File: config.mk
export PLATFORM = sky130hd
export DESIGN_NAME = length_prefixed_command_parser
export DESIGN_NICKNAME = d
export VERILOG_FILES = /design/src/rtl/lpcp_pkg.sv /design/src/rtl/lpcp_parser.sv /design/src/rtl/lpcp_emitter.sv /design/src/rtl/length_prefixed_command_parser.sv
export SDC_FILE = /design/constraint.sdc
export NUM_CORES = 1
export LEC_CHECK = 0
export ABC_AREA = 0
export BUFFER_PORTS_ARGS = -buffer_cell sky130_fd_sc_hd__buf_2
export CAP_MARGIN = 20
export CORE_MARGIN = 5
export CORE_UTILIZATION = 40
export CTS_BUF_LIST = sky130_fd_sc_hd__clkbuf_4 sky130_fd_sc_hd__clkbuf_8
export DETAILED_ROUTE_END_ITERATION = 6
export GPL_ROUTABILITY_DRIVEN = 0
export SLEW_MARGIN = 0
export SYNTH_ARGS = -nofsm -noshare
export SYNTH_HDL_FRONTEND = slang
export SYNTH_HIERARCHICAL = 1
export SYNTH_SLANG_ARGS = --single-unit
File: constraint.sdc
create_clock -name clk_i -period 9 [get_ports clk_i]
set_input_delay 1.8 -clock clk_i [delete_from_list [all_inputs] [get_ports clk_i]]
set_output_delay 1.8 -clock clk_i [all_outputs]
set_load 0.005 [all_outputs]
File: src/rtl/lpcp_pkg.sv
// Types, command tables and helpers of the length-prefixed command parser.
package lpcp_pkg;

  localparam int MAX_FRAME_DEF  = 65536;
  localparam int MAX_PARAMS_DEF = 10;
  localparam int NUM_CMDS       = 21;
  localparam int NAME_MAX       = 7;

  typedef enum logic [3:0] {
    PH_LEN   = 4'b0001,
    PH_NAME  = 4'b0010,
    PH_PARAM = 4'b0100,
    PH_PAY   = 4'b1000
  } phase_e;

  typedef enum logic [1:0] {
    EV_PARAM     = 2'd0,
    EV_PAYLOAD   = 2'd1,
    EV_FRAME_END = 2'd2
  } event_e;

  // Name bytes, first character at index 0.
  typedef logic [0:6][7:0] name_t;

  // Parameter format codes, one per format position.
  localparam logic [1:0] FMT_NONE = 2'd0;
  localparam logic [1:0] FMT_1B   = 2'd1;
  localparam logic [1:0] FMT_2B   = 2'd2;
  localparam logic [1:0] FMT_4B   = 2'd3;

  typedef logic [0:6][1:0] fmt_t;

  localparam name_t CMD_NAME [NUM_CMDS] = '{
    {"CALV", 24'h0}, {"CBYE", 24'h0}, {"CCLP", 24'h0}, {"CIAK", 24'h0},
    {"CINN", 24'h0}, {"CNOP", 24'h0}, {"COUT", 24'h0}, {"CROP", 24'h0},
    {"CSEC", 24'h0}, {"DCLP", 24'h0}, {"DINF", 24'h0}, {"DKDN", 24'h0},
    {"DKRP", 24'h0}, {"DKUP", 24'h0}, {"DMDN", 24'h0}, {"DMMV", 24'h0},
    {"DMUP", 24'h0}, {"DMWM", 24'h0}, {"DSOP", 24'h0}, {"QINF", 24'h0},
    {8'h53, 8'h79, 8'h6e, 8'h65, 8'h72, 8'h67, 8'h79}
  };

  localparam logic [2:0] CMD_NLEN [NUM_CMDS] = '{
    3'd4, 3'd4, 3'd4, 3'd4, 3'd4, 3'd4, 3'd4, 3'd4, 3'd4, 3'd4, 3'd4,
    3'd4, 3'd4, 3'd4, 3'd4, 3'd4, 3'd4, 3'd4, 3'd4, 3'd4, 3'd7
  };

  localparam fmt_t CMD_FMT [NUM_CMDS] = '{
    {FMT_NONE, FMT_NONE, FMT_NONE, FMT_NONE, FMT_NONE, FMT_NONE, FMT_NONE},
    {FMT_NONE, FMT_NONE, FMT_NONE, FMT_NONE, FMT_NONE, FMT_NONE, FMT_NONE},
    {FMT_1B,   FMT_4B,   FMT_NONE, FMT_NONE, FMT_NONE, FMT_NONE, FMT_NONE},
    {FMT_NONE, FMT_NONE, FMT_NONE, FMT_NONE, FMT_NONE, FMT_NONE, FMT_NONE},
    {FMT_2B,   FMT_2B,   FMT_4B,   FMT_2B,   FMT_NONE, FMT_NONE, FMT_NONE},
    {FMT_NONE, FMT_NONE, FMT_NONE, FMT_NONE, FMT_NONE, FMT_NONE, FMT_NONE},
    {FMT_NONE, FMT_NONE, FMT_NONE, FMT_NONE, FMT_NONE, FMT_NONE, FMT_NONE},
    {FMT_NONE, FMT_NONE, FMT_NONE, FMT_NONE, FMT_NONE, FMT_NONE, FMT_NONE},
    {FMT_1B,   FMT_NONE, FMT_NONE, FMT_NONE, FMT_NONE, FMT_NONE, FMT_NONE},
    {FMT_1B,   FMT_4B,   FMT_4B,   FMT_NONE, FMT_NONE, FMT_NONE, FMT_NONE},
    {FMT_2B,   FMT_2B,   FMT_2B,   FMT_2B,   FMT_2B,   FMT_2B,   FMT_2B  },
    {FMT_2B,   FMT_2B,   FMT_2B,   FMT_NONE, FMT_NONE, FMT_NONE, FMT_NONE},
    {FMT_2B,   FMT_2B,   FMT_2B,   FMT_2B,   FMT_NONE, FMT_NONE, FMT_NONE},
    {FMT_2B,   FMT_2B,   FMT_2B,   FMT_NONE, FMT_NONE, FMT_NONE, FMT_NONE},
    {FMT_1B,   FMT_NONE, FMT_NONE, FMT_NONE, FMT_NONE, FMT_NONE, FMT_NONE},
    {FMT_2B,   FMT_2B,   FMT_NONE, FMT_NONE, FMT_NONE, FMT_NONE, FMT_NONE},
    {FMT_1B,   FMT_NONE, FMT_NONE, FMT_NONE, FMT_NONE, FMT_NONE, FMT_NONE},
    {FMT_2B,   FMT_2B,   FMT_NONE, FMT_NONE, FMT_NONE, FMT_NONE, FMT_NONE},
    {FMT_4B,   FMT_NONE, FMT_NONE, FMT_NONE, FMT_NONE, FMT_NONE, FMT_NONE},
    {FMT_NONE, FMT_NONE, FMT_NONE, FMT_NONE, FMT_NONE, FMT_NONE, FMT_NONE},
    {FMT_2B,   FMT_2B,   FMT_4B,   FMT_NONE, FMT_NONE, FMT_NONE, FMT_NONE}
  };

  // Results caused by one byte: window flush, one parameter or payload
  // byte, and a frame end, delivered in that order.
  typedef struct packed {
    logic [2:0]  flush_cnt;
    name_t       flush_bytes;
    logic        single_vld;
    event_e      single_ev;
    logic [4:0]  single_cmd;
    logic [3:0]  single_slot;
    logic [31:0] single_val;
    logic        end_vld;
    logic [4:0]  end_cmd;
    logic        end_tr;
    logic        end_ov;
  } bundle_t;

  // Format code of a command at a format position; none past the end.
  function automatic logic [1:0] fmt_code(input logic [4:0] cmd, input logic [2:0] pos);
    logic [4:0] idx;
    idx = cmd - 5'd1;
    if (cmd == 5'd0 || cmd > 5'(NUM_CMDS) || pos == 3'd7) begin
      return FMT_NONE;
    end
    return CMD_FMT[idx][pos];
  endfunction

  // Byte count of a parameter; strings travel as their 4-byte length.
  function automatic logic [2:0] due_of(input logic [1:0] code);
    case (code)
      FMT_1B:  return 3'd1;
      FMT_2B:  return 3'd2;
      default: return 3'd4;
    endcase
  endfunction

endpackage

File: src/rtl/lpcp_parser.sv
// Frame state and the per-byte parse step of the command parser.
module lpcp_parser #(
  parameter int MAX_FRAME  = lpcp_pkg::MAX_FRAME_DEF,
  parameter int MAX_PARAMS = lpcp_pkg::MAX_PARAMS_DEF
) (
  input  logic              clk_i,
  input  logic              rst_ni,
  input  logic              advance_i,
  input  logic [7:0]        byte_i,
  output lpcp_pkg::bundle_t bundle_o
);

  localparam int BlW   = $clog2(MAX_FRAME + 1);
  localparam int SlotW = $clog2(MAX_PARAMS + 1);
  localparam logic [31:0]      MaxFrameW  = 32'(MAX_FRAME);
  localparam logic [BlW-1:0]   MaxFrameB  = BlW'(MAX_FRAME);
  localparam logic [SlotW-1:0] MaxParamsS = SlotW'(MAX_PARAMS);

  lpcp_pkg::phase_e   phase_q, phase_d;
  logic [31:0]        len_shift_q, len_shift_d;
  logic [1:0]         len_cnt_q, len_cnt_d;
  logic [BlW-1:0]     bytes_left_q, bytes_left_d;
  lpcp_pkg::name_t    win_q, win_d;
  logic [2:0]         fill_q, fill_d;
  logic [4:0]         cmd_q, cmd_d;
  logic [2:0]         fpos_q, fpos_d;
  logic [2:0]         due_q, due_d;
  logic [31:0]        acc_q, acc_d;
  logic [SlotW-1:0]   slot_q, slot_d;
  logic               ovf_q, ovf_d;

  logic [31:0]           len_new;
  logic                  len_ovf;
  logic                  frame_byte;
  logic                  np_req;
  logic [1:0]            np_code;
  logic [2:0]            full_due;
  lpcp_pkg::name_t       win_nx;
  logic [2:0]            fill_nx;
  logic [lpcp_pkg::NUM_CMDS-1:0] pre_ok, full_hit, open_hit;
  logic [4:0]            hit_cmd;
  lpcp_pkg::bundle_t     bundle;

  // Name window with this byte added, so the match logic sees it.
  always_comb begin
    win_nx  = win_q;
    fill_nx = fill_q;
    if (phase_q == lpcp_pkg::PH_NAME && fill_q < 3'd7) begin
      win_nx[fill_q] = byte_i;
      fill_nx        = fill_q + 3'd1;
    end
  end

  // Prefix compare of the name window against the command table.
  always_comb begin
    for (int k = 0; k < lpcp_pkg::NUM_CMDS; k++) begin
      pre_ok[k] = 1'b1;
      for (int j = 0; j < lpcp_pkg::NAME_MAX; j++) begin
        if (3'(j) < fill_nx && win_nx[j] != lpcp_pkg::CMD_NAME[k][j]) begin
          pre_ok[k] = 1'b0;
        end
      end
      full_hit[k] = pre_ok[k] && (fill_nx == lpcp_pkg::CMD_NLEN[k]);
      open_hit[k] = pre_ok[k] && (fill_nx < lpcp_pkg::CMD_NLEN[k]);
    end
    hit_cmd = 5'd0;
    for (int k = lpcp_pkg::NUM_CMDS - 1; k >= 0; k--) begin
      if (full_hit[k]) begin
        hit_cmd = 5'(k + 1);
      end
    end
  end

  always_comb begin
    phase_d      = phase_q;
    len_shift_d  = len_shift_q;
    len_cnt_d    = len_cnt_q;
    bytes_left_d = bytes_left_q;
    win_d        = win_nx;
    fill_d       = fill_nx;
    cmd_d        = cmd_q;
    fpos_d       = fpos_q;
    due_d        = due_q;
    acc_d        = acc_q;
    slot_d       = slot_q;
    ovf_d        = ovf_q;
    bundle       = '0;
    frame_byte   = 1'b0;
    np_req       = 1'b0;
    np_code      = lpcp_pkg::FMT_NONE;
    full_due     = 3'd4;
    len_new      = {len_shift_q[23:0], byte_i};
    len_ovf      = len_new > MaxFrameW;

    case (phase_q)
      lpcp_pkg::PH_LEN: begin
        len_shift_d = len_new;
        len_cnt_d   = len_cnt_q + 2'd1;
        if (len_cnt_q == 2'd3) begin
          fill_d = 3'd0;
          cmd_d  = 5'd0;
          slot_d = '0;
          fpos_d = 3'd0;
          ovf_d  = len_ovf;
          if (len_new == 32'd0) begin
            bundle.end_vld = 1'b1;
            phase_d        = lpcp_pkg::PH_LEN;
            len_shift_d    = 32'd0;
            bytes_left_d   = '0;
            due_d          = 3'd0;
            acc_d          = 32'd0;
            ovf_d          = 1'b0;
          end else begin
            phase_d      = lpcp_pkg::PH_NAME;
            bytes_left_d = len_ovf ? MaxFrameB : len_new[BlW-1:0];
          end
        end
      end
      lpcp_pkg::PH_NAME: begin
        frame_byte = 1'b1;
        if (hit_cmd != 5'd0) begin
          cmd_d  = hit_cmd;
          fill_d = 3'd0;
          fpos_d = 3'd0;
          slot_d = '0;
          np_req = 1'b1;
        end else if (open_hit == '0) begin
          // No name can match any more: flush what was gathered.
          cmd_d              = 5'd0;
          bundle.flush_cnt   = fill_d;
          bundle.flush_bytes = win_d;
          fill_d             = 3'd0;
          phase_d            = lpcp_pkg::PH_PAY;
        end
      end
      lpcp_pkg::PH_PARAM: begin
        frame_byte = 1'b1;
        acc_d      = {acc_q[23:0], byte_i};
        due_d      = (due_q != 3'd0) ? due_q - 3'd1 : 3'd0;
        if (due_d == 3'd0) begin
          bundle.single_vld  = 1'b1;
          bundle.single_ev   = lpcp_pkg::EV_PARAM;
          bundle.single_cmd  = cmd_q;
          bundle.single_slot = 4'(slot_q);
          bundle.single_val  = acc_d;
          slot_d             = slot_q + 1'b1;
          fpos_d             = fpos_q + 3'd1;
          np_req             = 1'b1;
        end
      end
      lpcp_pkg::PH_PAY: begin
        frame_byte         = 1'b1;
        bundle.single_vld  = 1'b1;
        bundle.single_ev   = lpcp_pkg::EV_PAYLOAD;
        bundle.single_cmd  = cmd_q;
        bundle.single_val  = {24'd0, byte_i};
      end
      default: begin
        phase_d = lpcp_pkg::PH_LEN;
      end
    endcase

    // Open the next parameter of the format, or fall through to payload.
    if (np_req) begin
      np_code = lpcp_pkg::fmt_code(cmd_d, fpos_d);
      if (slot_d >= MaxParamsS || np_code == lpcp_pkg::FMT_NONE) begin
        phase_d = lpcp_pkg::PH_PAY;
      end else begin
        due_d   = lpcp_pkg::due_of(np_code);
        acc_d   = 32'd0;
        phase_d = lpcp_pkg::PH_PARAM;
      end
    end

    if (frame_byte) begin
      bytes_left_d = (bytes_left_q != '0) ? bytes_left_q - 1'b1 : '0;
      if (bytes_left_d == '0) begin
        bundle.end_vld = 1'b1;
        bundle.end_ov  = ovf_q;
        if (phase_d == lpcp_pkg::PH_NAME) begin
          bundle.flush_cnt   = fill_d;
          bundle.flush_bytes = win_d;
          cmd_d              = 5'd0;
          bundle.end_tr      = 1'b1;
        end else if (phase_d == lpcp_pkg::PH_PARAM) begin
          full_due      = lpcp_pkg::due_of(lpcp_pkg::fmt_code(cmd_d, fpos_d));
          bundle.end_tr = (due_d != 3'd0) && (due_d < full_due);
        end
        bundle.end_cmd = cmd_d;
        // Drop all frame state.
        phase_d     = lpcp_pkg::PH_LEN;
        len_shift_d = 32'd0;
        len_cnt_d   = 2'd0;
        fill_d      = 3'd0;
        cmd_d       = 5'd0;
        fpos_d      = 3'd0;
        due_d       = 3'd0;
        acc_d       = 32'd0;
        slot_d      = '0;
        ovf_d       = 1'b0;
      end
    end
  end

  assign bundle_o = bundle;

  always_ff @(posedge clk_i or negedge rst_ni) begin
    if (!rst_ni) begin
      phase_q      <= lpcp_pkg::PH_LEN;
      len_shift_q  <= 32'd0;
      len_cnt_q    <= 2'd0;
      bytes_left_q <= '0;
      fill_q       <= 3'd0;
      cmd_q        <= 5'd0;
      fpos_q       <= 3'd0;
      due_q        <= 3'd0;
      acc_q        <= 32'd0;
      slot_q       <= '0;
      ovf_q        <= 1'b0;
    end else if (advance_i) begin
      phase_q      <= phase_d;
      len_shift_q  <= len_shift_d;
      len_cnt_q    <= len_cnt_d;
      bytes_left_q <= bytes_left_d;
      fill_q       <= fill_d;
      cmd_q        <= cmd_d;
      fpos_q       <= fpos_d;
      due_q        <= due_d;
      acc_q        <= acc_d;
      slot_q       <= slot_d;
      ovf_q        <= ovf_d;
    end
  end

  // Name window holds data only; entries are read after they are written.
  always_ff @(posedge clk_i) begin
    if (advance_i) begin
      win_q <= win_d;
    end
  end

endmodule

File: src/rtl/lpcp_emitter.sv
// Result register that hands out the results of one byte, one per cycle while out_ready_i is high.
module lpcp_emitter (
  input  logic              clk_i,
  input  logic              rst_ni,
  input  logic              load_i,
  input  lpcp_pkg::bundle_t bundle_i,
  input  logic              out_ready_i,
  output logic              free_o,
  output logic              out_valid_o,
  output logic [1:0]        event_res_o,
  output logic [4:0]        command_o,
  output logic [3:0]        param_slot_o,
  output logic [31:0]       value_o,
  output logic              truncated_o,
  output logic              oversize_o
);

  lpcp_pkg::bundle_t bnd_q, bnd_d;
  logic [3:0]        rem;
  logic              take;

  assign rem = {1'b0, bnd_q.flush_cnt} + {3'd0, bnd_q.single_vld} + {3'd0, bnd_q.end_vld};
  assign out_valid_o = (rem != 4'd0);
  assign take        = out_valid_o && out_ready_i;
  assign free_o      = (rem == 4'd0) || (take && rem == 4'd1);

  always_comb begin
    event_res_o  = lpcp_pkg::EV_FRAME_END;
    command_o    = bnd_q.end_cmd;
    param_slot_o = 4'd0;
    value_o      = 32'd0;
    truncated_o  = bnd_q.end_tr;
    oversize_o   = bnd_q.end_ov;
    if (bnd_q.flush_cnt != 3'd0) begin
      event_res_o = lpcp_pkg::EV_PAYLOAD;
      command_o   = 5'd0;
      value_o     = {24'd0, bnd_q.flush_bytes[0]};
      truncated_o = 1'b0;
      oversize_o  = 1'b0;
    end else if (bnd_q.single_vld) begin
      event_res_o  = bnd_q.single_ev;
      command_o    = bnd_q.single_cmd;
      param_slot_o = bnd_q.single_slot;
      value_o      = bnd_q.single_val;
      truncated_o  = 1'b0;
      oversize_o   = 1'b0;
    end
  end

  always_comb begin
    bnd_d = bnd_q;
    if (take) begin
      if (bnd_q.flush_cnt != 3'd0) begin
        bnd_d.flush_cnt        = bnd_q.flush_cnt - 3'd1;
        bnd_d.flush_bytes[0:5] = bnd_q.flush_bytes[1:6];
      end else if (bnd_q.single_vld) begin
        bnd_d.single_vld = 1'b0;
      end else begin
        bnd_d.end_vld = 1'b0;
      end
    end
    if (load_i) begin
      bnd_d = bundle_i;
    end
  end

  always_ff @(posedge clk_i or negedge rst_ni) begin
    if (!rst_ni) begin
      bnd_q <= '0;
    end else begin
      bnd_q <= bnd_d;
    end
  end

endmodule

File: src/rtl/length_prefixed_command_parser.sv
// Length-prefixed command parser: top level with the input byte register.
//
// Parses a received byte stream of frames, each a 4-byte big-endian length
// followed by that many bytes. A frame opens with one of 21 command names;
// the matched command's fixed format then yields big-endian parameters of
// 1, 2 or 4 bytes, each reported with its slot number, and every other frame
// byte comes out as a payload byte. A frame-end result closes every frame
// with the command number (0 if none matched) and the truncated and oversize
// flags. Lengths above MAX_FRAME are clamped and flagged. Throughput is one
// byte per clock as long as each byte causes at most one result and the
// result side is ready; results leave at one per clock while out_ready_i
// is high, so a byte causing more than one result holds the input side until
// they have all left (at most 8 results, when seven gathered name bytes are
// flushed on the last byte of a frame). A byte waits in the input register
// and passes through the parse step to the result register once that is free.
module length_prefixed_command_parser #(
  parameter int MAX_FRAME  = lpcp_pkg::MAX_FRAME_DEF,
  parameter int MAX_PARAMS = lpcp_pkg::MAX_PARAMS_DEF
) (
  input  logic        clk_i,
  input  logic        rst_ni,
  input  logic        in_valid_i,
  output logic        in_ready_o,
  input  logic [7:0]  stream_byte_i,
  output logic        out_valid_o,
  input  logic        out_ready_i,
  output logic [1:0]  event_res_o,
  output logic [4:0]  command_o,
  output logic [3:0]  param_slot_o,
  output logic [31:0] value_o,
  output logic        truncated_o,
  output logic        oversize_o
);

  logic              byte_vld_q, byte_vld_d;
  logic [7:0]        byte_q;
  logic              advance;
  logic              res_free;
  logic              in_fire;
  lpcp_pkg::bundle_t bundle;

  // Advance the held byte into the parser once the result register frees up.
  assign advance    = byte_vld_q && res_free;
  assign in_ready_o = !byte_vld_q || advance;
  assign in_fire    = in_valid_i && in_ready_o;

  always_comb begin
    byte_vld_d = byte_vld_q;
    if (in_fire) begin
      byte_vld_d = 1'b1;
    end else if (advance) begin
      byte_vld_d = 1'b0;
    end
  end

  always_ff @(posedge clk_i or negedge rst_ni) begin
    if (!rst_ni) begin
      byte_vld_q <= 1'b0;
    end else begin
      byte_vld_q <= byte_vld_d;
    end
  end

  // Hold the accepted byte; data only, no reset.
  always_ff @(posedge clk_i) begin
    if (in_fire) begin
      byte_q <= stream_byte_i;
    end
  end

  lpcp_parser #(
    .MAX_FRAME  (MAX_FRAME),
    .MAX_PARAMS (MAX_PARAMS)
  ) u_parser (
    .clk_i     (clk_i),
    .rst_ni    (rst_ni),
    .advance_i (advance),
    .byte_i    (byte_q),
    .bundle_o  (bundle)
  );

  // Drain the results of one byte, one transaction per cycle while out_ready_i is high.
  lpcp_emitter u_emitter (
    .clk_i        (clk_i),
    .rst_ni       (rst_ni),
    .load_i       (advance),
    .bundle_i     (bundle),
    .out_ready_i  (out_ready_i),
    .free_o       (res_free),
    .out_valid_o  (out_valid_o),
    .event_res_o  (event_res_o),
    .command_o    (command_o),
    .param_slot_o (param_slot_o),
    .value_o      (value_o),
    .truncated_o  (truncated_o),
    .oversize_o   (oversize_o)
  );

endmodule

==> results.toml, run 1 <==
[place]
post-place-ws_ps = 1500
hpwl_mm = 33.4
io_buffers = 58

[synthesis]
synth_top_area_cell = "dfrtp_1"
synth_cells = 1789
ys_warn_count = 6
synth.area.top_cells = "dfrtp_1 30%, edfxtp_1 11%, mux2_2 6.1%"
syn_nets = 1822
synth_area_um2 = 16700
yosys_register_bits = 266
yosysUniqueCellTypes = 113
yosys.area.top_type_share = 0.301
yosysSeqAreaShare = 0.417
async_flop_share = 0.759
syn_area_per_cell_um2 = 9.34
synth_top_flop_cell = "dfrtp_1"
synth_edf_count = 64

[pwr]
p_leak_nw = 7.99
peakVddDrop_uv = 181
powerDensity_nw_per_um2 = 311

[drt]
wire_per_inst_um = 20.9
vias_per_cell = 6.06
drt_wl_total_mm = 49.4
drc = 0
drt_iter0_drc = 1411
vias = 14300
final_antenna_net_count = 0
drt_pre_antenna_iters = 6

[cts]
htreeDepth = 2
post_cts_buffers = 0
ctsHoldBuffers = 0
cts_tree = "yes"
cts_resized = 0
cts.sinks = 266
clk_pin_slew_worst_paths_ps = 60
clockRootBuffer = "clkbuf_8"
cts_buffers = 47
clkLatencyLatePin_ps = 600
cts_buffer_depth = 3

[setup_path]
end_kind = "register"
crit_type = "reg -> reg"
start_kind = "register"
rrSetupSlack_ps = 1350
worstPathMaxFanout = 17
critPathRequiredTime_ps = 9530
cp.arrival_ps = 8180

[final_layout]
layout-drive-gt1-share = 0.181
ff_latch_area_um2 = 6980
fillers = 4022
nets = 1823
multi_input_area_um2 = 8910
diodes = 0
area_growth_pct = 9.67

[sta]
setup_ws_ps = 1350
rsz0062_at_grt = "no"
timing_hold_violations_final = 0
tns_ps = 0
maxSlewViolCount = 0
fin_crit_sh = 0.850
fin_skew_ps = 25.7
worst_pin_slew_ps = 1120
clock.fmax_mhz = 131
period_needed_ps = 7650
maxSlewHeadroom = 0.251
setup_viol = 0

[global_route]
grt.overflow.total = 0
grt_pass1_wl_mm = 79.5
antenna_found_initial = 0
grt_max_degree = 134
grt_util_all_layers = 0.208
grt_pass1_vias = 13900

[outcome]
status = "complete, no violations"

[hold_path]
min_path_type = "reg -> reg"

[floorplanning]
die_x_um = 214
core_area_um2 = 41100
fp-row-count = 74
initial_core_util = 0.407
die_y_um = 214
ioPinCount = 59
dieArea_um2 = 46000

[job]
max-cap-violations = 0
[state kept, by name, indices dropped and copies added, names as in the netlist, 4 cells and up]
signal and flops:
byte_q 8, u_parser/cmd_q 5, u_emitter/bnd_q 111, u_parser/win_q 56, u_parser/bytes_left_q 17, u_parser/slot_q 4
u_parser/len_shift_q 24, u_parser/phase_q 4, u_parser/acc_q 24
[cells by family (layout without fill, tap and decap cells)]
group                      after synthesis  count (layout)  synth area share
AOI/OAI and AO/OA                      435             435             0.191
xor gates and xnor gates                 9               9           0.00472
adders and majority gates               22              22            0.0168
buffers and inverters                  197             236            0.0513
DFF                                    266             266             0.417
muxes                                  115             115            0.0760
other                                    1               1          0.000224
and+or+nand+nor                        744             744             0.243
[metal layers]
metal,vias to the layer above,part of all wire,GRT usage
li1,6633,-,-
met4,0,0.033,0.0728
met1,7031,0.46,0.299
met3,114,0.057,0.0384
met5,-,0,0
met2,533,0.45,0.318
[per-stage QoR]
step	instances	area (um2)	hold slack [ps]	power, mW	util
2_1_floorplan	1789	16700	440	3.77	-
3_3_place_gp	2271	17300	464	4.43	0.421
3_5_place_dp	2271	17300	478	4.46	0.421
4_1_cts	2358	18300	494	5.67	0.446
5_1_grt	2360	18300	499	6.05	0.446
6_report	2360	18300	494	5.69	0.446
[path summary, 6_finish.rpt]
path / startpoint / to / depth (start not counted)
max: u_parser/phase_q[3] / u_emitter/bnd_q[1] / 27
min: u_parser/acc_q[23] / u_parser/acc_q[23] / 1
max reg2reg: u_parser/phase_q[3] / u_emitter/bnd_q[1] / 27
min reg2reg: u_parser/acc_q[23] / u_parser/acc_q[23] / 1
max in group asynchronous: rst_ni / u_parser/len_shift_q[5] / 2
min in group asynchronous: rst_ni / u_emitter/bnd_q[17] / 1
[synthesized netlist by cell type, types with 10 or more instances]
master / instances
nor4_1: 23
nor2_1: 102
nor2b_1: 43
clkbuf_1: 92
a221o_1: 16
ha_1: 20
and3_1: 76
or4_1: 14
nand2_1: 185
buf_2: 24
mux2_2: 90
nor3_1: 44
and2_1: 63
a211oi_1: 19
nor3b_1: 10
edfxtp_1: 64
nand4_1: 21
a21oi_1: 89
a22o_1: 52
nand2b_1: 15
o311ai_0: 13
o22ai_1: 20
nand3_1: 75
mux2i_1: 23
o21ai_1: 10
o21ai_0: 95
inv_1: 53
dfrtp_1: 201
nor4bb_1: 10
[layout make-up]
cell class	count	share of cell area
Sequential cell	266	0.381
Tap cell	532	0.0363
Clock buffer	75	0.0498
Timing Repair Buffer	92	0.0308
Clock inverter	12	0.00444
Multi-Input combinational cell	1326	0.486
Inverter	57	0.0118
[report_power, final]
part | leakage [nW] | switching [mW] | internal [mW] | total [mW]
registers | 3.37 | 0.289 | 1.60 | 1.89
logic | 4.09 | 1.74 | 0.885 | 2.62
clock network | 0.532 | 0.512 | 0.672 | 1.18
[critical path, stage by stage, from the launching register on]
cell	delay [ps]
dfrtp_1	480
or4b_1	880
nor3_4	660
mux2i_1	380
o32ai_2	210
nor3_2	400
nor2_1	160
a31oi_4	300
nor2_2	100
o31a_4	450
inv_2	200
ha_1	330
o211ai_1	140
a2111oi_0	470
nor3_1	80
o21ai_1	120
o211ai_1	150
ha_1	230
inv_1	70
o211ai_2	210
mux2_2	360
ha_1	290
nand2_1	90
a21oi_1	40
a2111oi_0	290
o21ai_0	160
o21ai_0	160
mux2_2	160
[cells in the final DEF, fill, tap and decap left out, drive strengths merged, types with 43 or more instances in the layout]
| cell | instances |
|---|---|
| nand2 | 187 |
| nor2b | 43 |
| and2 | 65 |
| mux2 | 90 |
| and3 | 76 |
| nor2 | 105 |
| a21oi | 90 |
| edfxtp | 64 |
| inv | 56 |
| buf | 91 |
| dfrtp | 201 |
| clkbuf | 76 |
| nor3 | 48 |
| o21ai | 105 |
| a22o | 52 |
| nand3 | 76 |
No activity file was read; power rests on OpenSTA's default activity.
==> run 2: changes to the inputs <==
==> constraint.sdc (replaced) <==
create_clock -name clk_i -period 7 [get_ports clk_i]
set_input_delay 1.4 -clock clk_i [delete_from_list [all_inputs] [get_ports clk_i]]
set_output_delay 1.4 -clock clk_i [all_outputs]
set_load 0.005 [all_outputs]
==> run 2 against run 1 <==
Die area stayed put. Largest power group unchanged. Final cell count grew 2.3%. Critical path type unchanged. Non-clock buffer count up 52.
==> results.toml, run 2 (same netlist as run 1, synthesis figures left out) <==
[pwr]
swShare = 0.440
p_clk_frac = 0.213
powerDensity_nw_per_um2 = 402
switchingPower_mw = 3.35
peakVddDrop_uv = 345
power_frac_comb = 0.470
seq_power_share = 0.316
p_leak_nw = 8.31
finalPower_mw = 7.60
power_report.internal_total_mw = 4.26

[drt]
vias_per_cell = 6.07
vias = 14700
final_antenna_net_count = 0
wire_per_inst_um = 21.2
drt_wl_total_mm = 51.2
drt_pre_antenna_iters = 6
drt_iter0_drc = 1490
drc = 0

[setup_path]
end_kind = "register"
crit_end = "u_emitter/bnd_q[1]"
rrSetupSlack_ps = 350
startpoint = "u_parser/phase_q[0]"
cp.arrival_ps = 7170
crit_type = "reg -> reg"
critPathRequiredTime_ps = 7510
slowest_stage = "or4_1"
r2r-end = "u_emitter/bnd_q[1]"
cpPeakStageDelay_ps = 540
worstPathMaxFanout = 13
r2r_cells = 28
timing.rr.start = "u_parser/phase_q[0]"
start_kind = "register"

[cts]
cts.sinks = 266
clockRootBuffer = "clkbuf_8"
cts_buffer_depth = 3
clkLatencyLatePin_ps = 590
ctsHoldBuffers = 0
clk_pin_slew_worst_paths_ps = 60
htreeDepth = 2
cts_buffers = 47
cts_tree = "yes"

[sta]
timing_hold_violations_final = 0
clock.fmax_mhz = 150
fin_skew_ps = 18.6
worst_pin_slew_ps = 1040
maxSlewViolCount = 0
tns_ps = 0
maxSlewHeadroom = 0.305
setup_ws_ps = 345
setup_viol = 0
period_needed_ps = 6650
fin_crit_sh = 0.951

[global_route]
grt_util_all_layers = 0.213
grt_pass1_vias = 14200
grt_max_degree = 188
grt.overflow.total = 0
grt_pass1_wl_mm = 81.0
antenna_found_initial = 1

[job]
max-cap-violations = 0

[final_layout]
largest_registers = "u_emitter/bnd_q (111), u_parser/win_q (56)"
top_register = "u_emitter/bnd_q"
finish.utilization = 0.460
largest_reg_flops = 111
layout-drive-gt1-share = 0.211
layout_common_cells = "200 x dfrtp_1, 185 x nand2_1, 102 x nor2_1"
fillers = 3938
layout_commonest_cell = "dfrtp_1"
final_cells = 2414
nets = 1875
area_growth_pct = 13.1

[place]
post-place-ws_ps = 225
io_buffers = 58
placed_cells = 2316
hpwl_mm = 34.7

[outcome]
status = "complete, no violations"

[floorplanning]
die_y_um = 214
dieArea_um2 = 46000
die_x_um = 214
fp-row-count = 74
core_area_um2 = 41100
initial_core_util = 0.407
ioPinCount = 59

[hold_path]
min_path_type = "reg -> reg"
-- run 2: cell count changes in the layout (fill, tap and decap cells not counted), moves of 2 or more --
cell,change
buf_12,+3
buf_4,+50
clkbuf_8,+5
clkinv_1,-4
clkinv_2,-2
diode_2,+2
-- run 2: area by class of cell --
class / count / area (um2) / area share
diodes: 2 / 5.00 / 0.000265
flip-flops and latches: 266 / 6980 / 0.369
inverters: 57 / 216 / 0.0115
clock inverters: 6 / 78.8 / 0.00417
well taps: 532 / 666 / 0.0352
repair buffers: 144 / 995 / 0.0526
clock buffers: 81 / 990 / 0.0524
multi-input cells: 1326 / 8970 / 0.475
-- run 2: layer usage --
layer	track usage	up-vias	share of wire
li1	-	6751	-
met1	0.295	7245	0.45
met2	0.340	529	0.46
met3	0.0373	125	0.061
met4	0.0728	0	0.034
met5	0	-	0
-- run 2: worst min-delay path by stage --
| stage | start | to | cells past startpoint |
|---|---|---|---|
| after CTS | u_parser/ovf_q | u_parser/ovf_q | 2 |
| after floorplan | u_parser/ovf_q | u_parser/ovf_q | 2 |
| after global placement | u_parser/ovf_q | u_parser/ovf_q | 2 |
| after detailed placement | u_parser/acc_q[23] | u_parser/acc_q[23] | 1 |
| final | u_parser/len_cnt_q[0] | u_parser/len_cnt_q[0] | 1 |
| after global routing | u_emitter/bnd_q[25] | u_emitter/bnd_q[25] | 1 |
-- run 2: stage by stage --
stage	instance area, um2	hold slack [ps]
4_1_cts	18800	494
5_1_grt	18900	506
2_1_floorplan	16700	440
3_5_place_dp	17700	475
6_report	18900	495
3_3_place_gp	17700	472
-- run 2: power groups by stage --
stage	clock network (mW)	registers, mW	logic [mW]
floorplan	0	2.29	2.56
CTS	1.67	2.39	3.48
global route	1.74	2.45	3.87
global placement	0	2.41	3.45
finish	1.62	2.41	3.58
detailed placement	0	2.42	3.47
-- run 2: what timing repair did --
item / 4_1_cts / 5_1_grt
buffers inserted: 0 / 8
gates resized for setup: 0 / 14
setup endpoints to repair: 0 / 25
-- run 2: worst max-delay path: cells and delay by family (launching register included) --
kind / cells / cell delay, ps
buf+inv: 3 / 420
fa+ha+maj: 3 / 830
simple gates: 5 / 1450
mux: 2 / 560
compound gates: 15 / 2960
flops: 1 / 370
==> run 3: changes to the inputs <==
==> constraint.sdc (replaced) <==
create_clock -name clk_i -period 5.49 [get_ports clk_i]
set_input_delay 1.098 -clock clk_i [delete_from_list [all_inputs] [get_ports clk_i]]
set_output_delay 1.098 -clock clk_i [all_outputs]
set_load 0.005 [all_outputs]
==> run 3 against run 2 <==
Die area did not move. Worst setup slack got worse by 960 ps. Sequential share of layout area fell by 3.8 points. Flip-flop and latch count did not move. Maximum frequency rose by 9.0%. Clock skew rose by 4.0 ps. Final area rose by 11%. Core utilization rose by 5.3 points. Largest power group unchanged. Global-route usage rose by 1.0 points. Largest cell class unchanged. Combinational power rose by 67%. The run now ends with setup timing left. Non-clock buffer count rose by 220.
==> results.toml, run 3 (same netlist as run 1, synthesis figures left out) <==
[sta]
timing_hold_violations_final = 0
maxSlewViolCount = 0
hold_slack_ps = 488
tns_ps = -9700
fin_crit_sh = 1.11
setup_viol = 27
rsz0062_at_grt = "yes"
maxSlewHeadroom = 0.273
clock.fmax_mhz = 164
worst_pin_slew_ps = 1090
period_needed_ps = 6100
fin_skew_ps = 22.6
setup_ws_ps = -614

[final_layout]
finish.utilization = 0.512
design_area_um2 = 21100
layout_commonest_cell = "buf_4"
layout_common_cells = "288 x buf_4, 199 x dfrtp_1, 183 x nand2_1"
largest_registers = "u_emitter/bnd_q (111), u_parser/win_q (56)"
nets = 2098
area_growth_pct = 26.0
layout-drive-gt1-share = 0.321
top_register = "u_emitter/bnd_q"
diodes = 0
largest_reg_flops = 111
fillers = 3785
final_cells = 2634

[pwr]
powerDensity_nw_per_um2 = 526
p_leak_nw = 9.49
peakVddDrop_uv = 431
finalPower_mw = 11.1

[drt]
drc = 0
drt_wl_total_mm = 53.9
wire_per_inst_um = 20.5
final_antenna_net_count = 0
vias_per_cell = 5.87
vias = 15500
drt_pre_antenna_iters = 6
drt_iter0_drc = 1365

[setup_path]
rrSetupSlack_ps = -610
cp.arrival_ps = 6600
crit_top_cell = "o21ai_1"
cpPeakStageDelay_ps = 580
crit_type = "reg -> reg"
start_kind = "register"
worstPathMaxFanout = 5
slowest_stage = "or4b_4"
end_kind = "register"
startpoint = "u_parser/phase_q[3]"
timing.rr.start = "u_parser/phase_q[3]"
critPathRequiredTime_ps = 5990

[floorplanning]
die_y_um = 214
fp-row-count = 74
ioPinCount = 59
initial_core_util = 0.407
dieArea_um2 = 46000
core_area_um2 = 41100
die_x_um = 214

[global_route]
grt_pass1_vias = 15200
grt_max_degree = 177
antenna_found_initial = 0
grt_pass1_wl_mm = 84.5
grt_util_all_layers = 0.223
grt.overflow.total = 0

[hold_path]
worstHoldStart = "u_parser/ovf_q"
min_path_type = "reg -> reg"

[outcome]
violations = "setup timing"
status = "finished with violations"

[cts]
htreeDepth = 2
cts_buffer_depth = 3
cts_tree = "yes"
cts_buffers = 48
clk_pin_slew_worst_paths_ps = 60
cts.sinks = 266
clockRootBuffer = "clkbuf_8"
clkLatencyLatePin_ps = 630

[job]
max-cap-violations = 0

[place]
dpl_cell_area_um2 = 19200
hpwl_mm = 36.7
io_buffers = 58
post-place-ws_ps = -1060
placed_cells = 2508
==> run 3: cell types whose count changed in the layout (fill, tap and decap cells not counted), moves of 6 or more <==
| cell | before | now |
|---|---|---|
| buf_4 | 82 | 288 |
| buf_6 | 0 | 11 |
| ha_1 | 19 | 11 |
| a21oi_1 | 87 | 81 |
==> run 3: timing repair <==
| action | CTS | global route |
|---|---|---|
| hold buffers | 0 | 0 |
| endpoints found under the setup margin | 30 | 30 |
| setup buffers | 11 | 24 |
| pin swaps | 21 | 8 |
| gates cloned | 1 | 2 |
| resized for setup | 45 | 46 |
==> run 3: path summary, 6_finish.rpt <==
path	endpoint	depth (start not counted)
worst min-delay path	u_parser/ovf_q	2
min in group asynchronous	u_emitter/bnd_q[20]	1
worst min register to register	u_parser/ovf_q	2
worst max register to register	u_emitter/bnd_q[1]	29
max in group asynchronous	u_parser/phase_q[3]	2
worst max-delay path	u_emitter/bnd_q[1]	29
==> run 3: where the power goes <==
part | leakage [nW] | internal (mW) | switching, mW | total [mW]
clock network | 0.577 | 1.22 | 0.879 | 2.10
registers | 3.37 | 2.62 | 0.388 | 3.01
logic | 5.54 | 2.52 | 3.45 | 5.97
total | 9.49 | 6.36 | 4.71 | 11.1
==> run 3: layer usage <==
layer / share of wire / track usage
met5: 0 / 0
met2: 0.46 / 0.353
met3: 0.053 / 0.0313
met4: 0.037 / 0.0878
met1: 0.45 / 0.312
==> run 3: critical path: cells and delay by family (launching register included) <==
family | cells | cell delay [ps]
adders and majority gates | 3 | 720
and+or+nand+nor | 5 | 1160
buffers and inverters | 4 | 500
AOI/OAI and AO/OA | 13 | 2000
DFF | 1 | 430
muxes | 4 | 1160
==> run 3: area by class of cell <==
class                           count  area (um2)  share of cell area
Multi-Input combinational cell   1328        9420               0.447
Sequential cell                   266        6980               0.331
Timing Repair Buffer              364        2710               0.128
Clock buffer                       79         975              0.0463
Tap cell                          532         666              0.0316
Inverter                           57         219              0.0104
Clock inverter                      8         105             0.00499
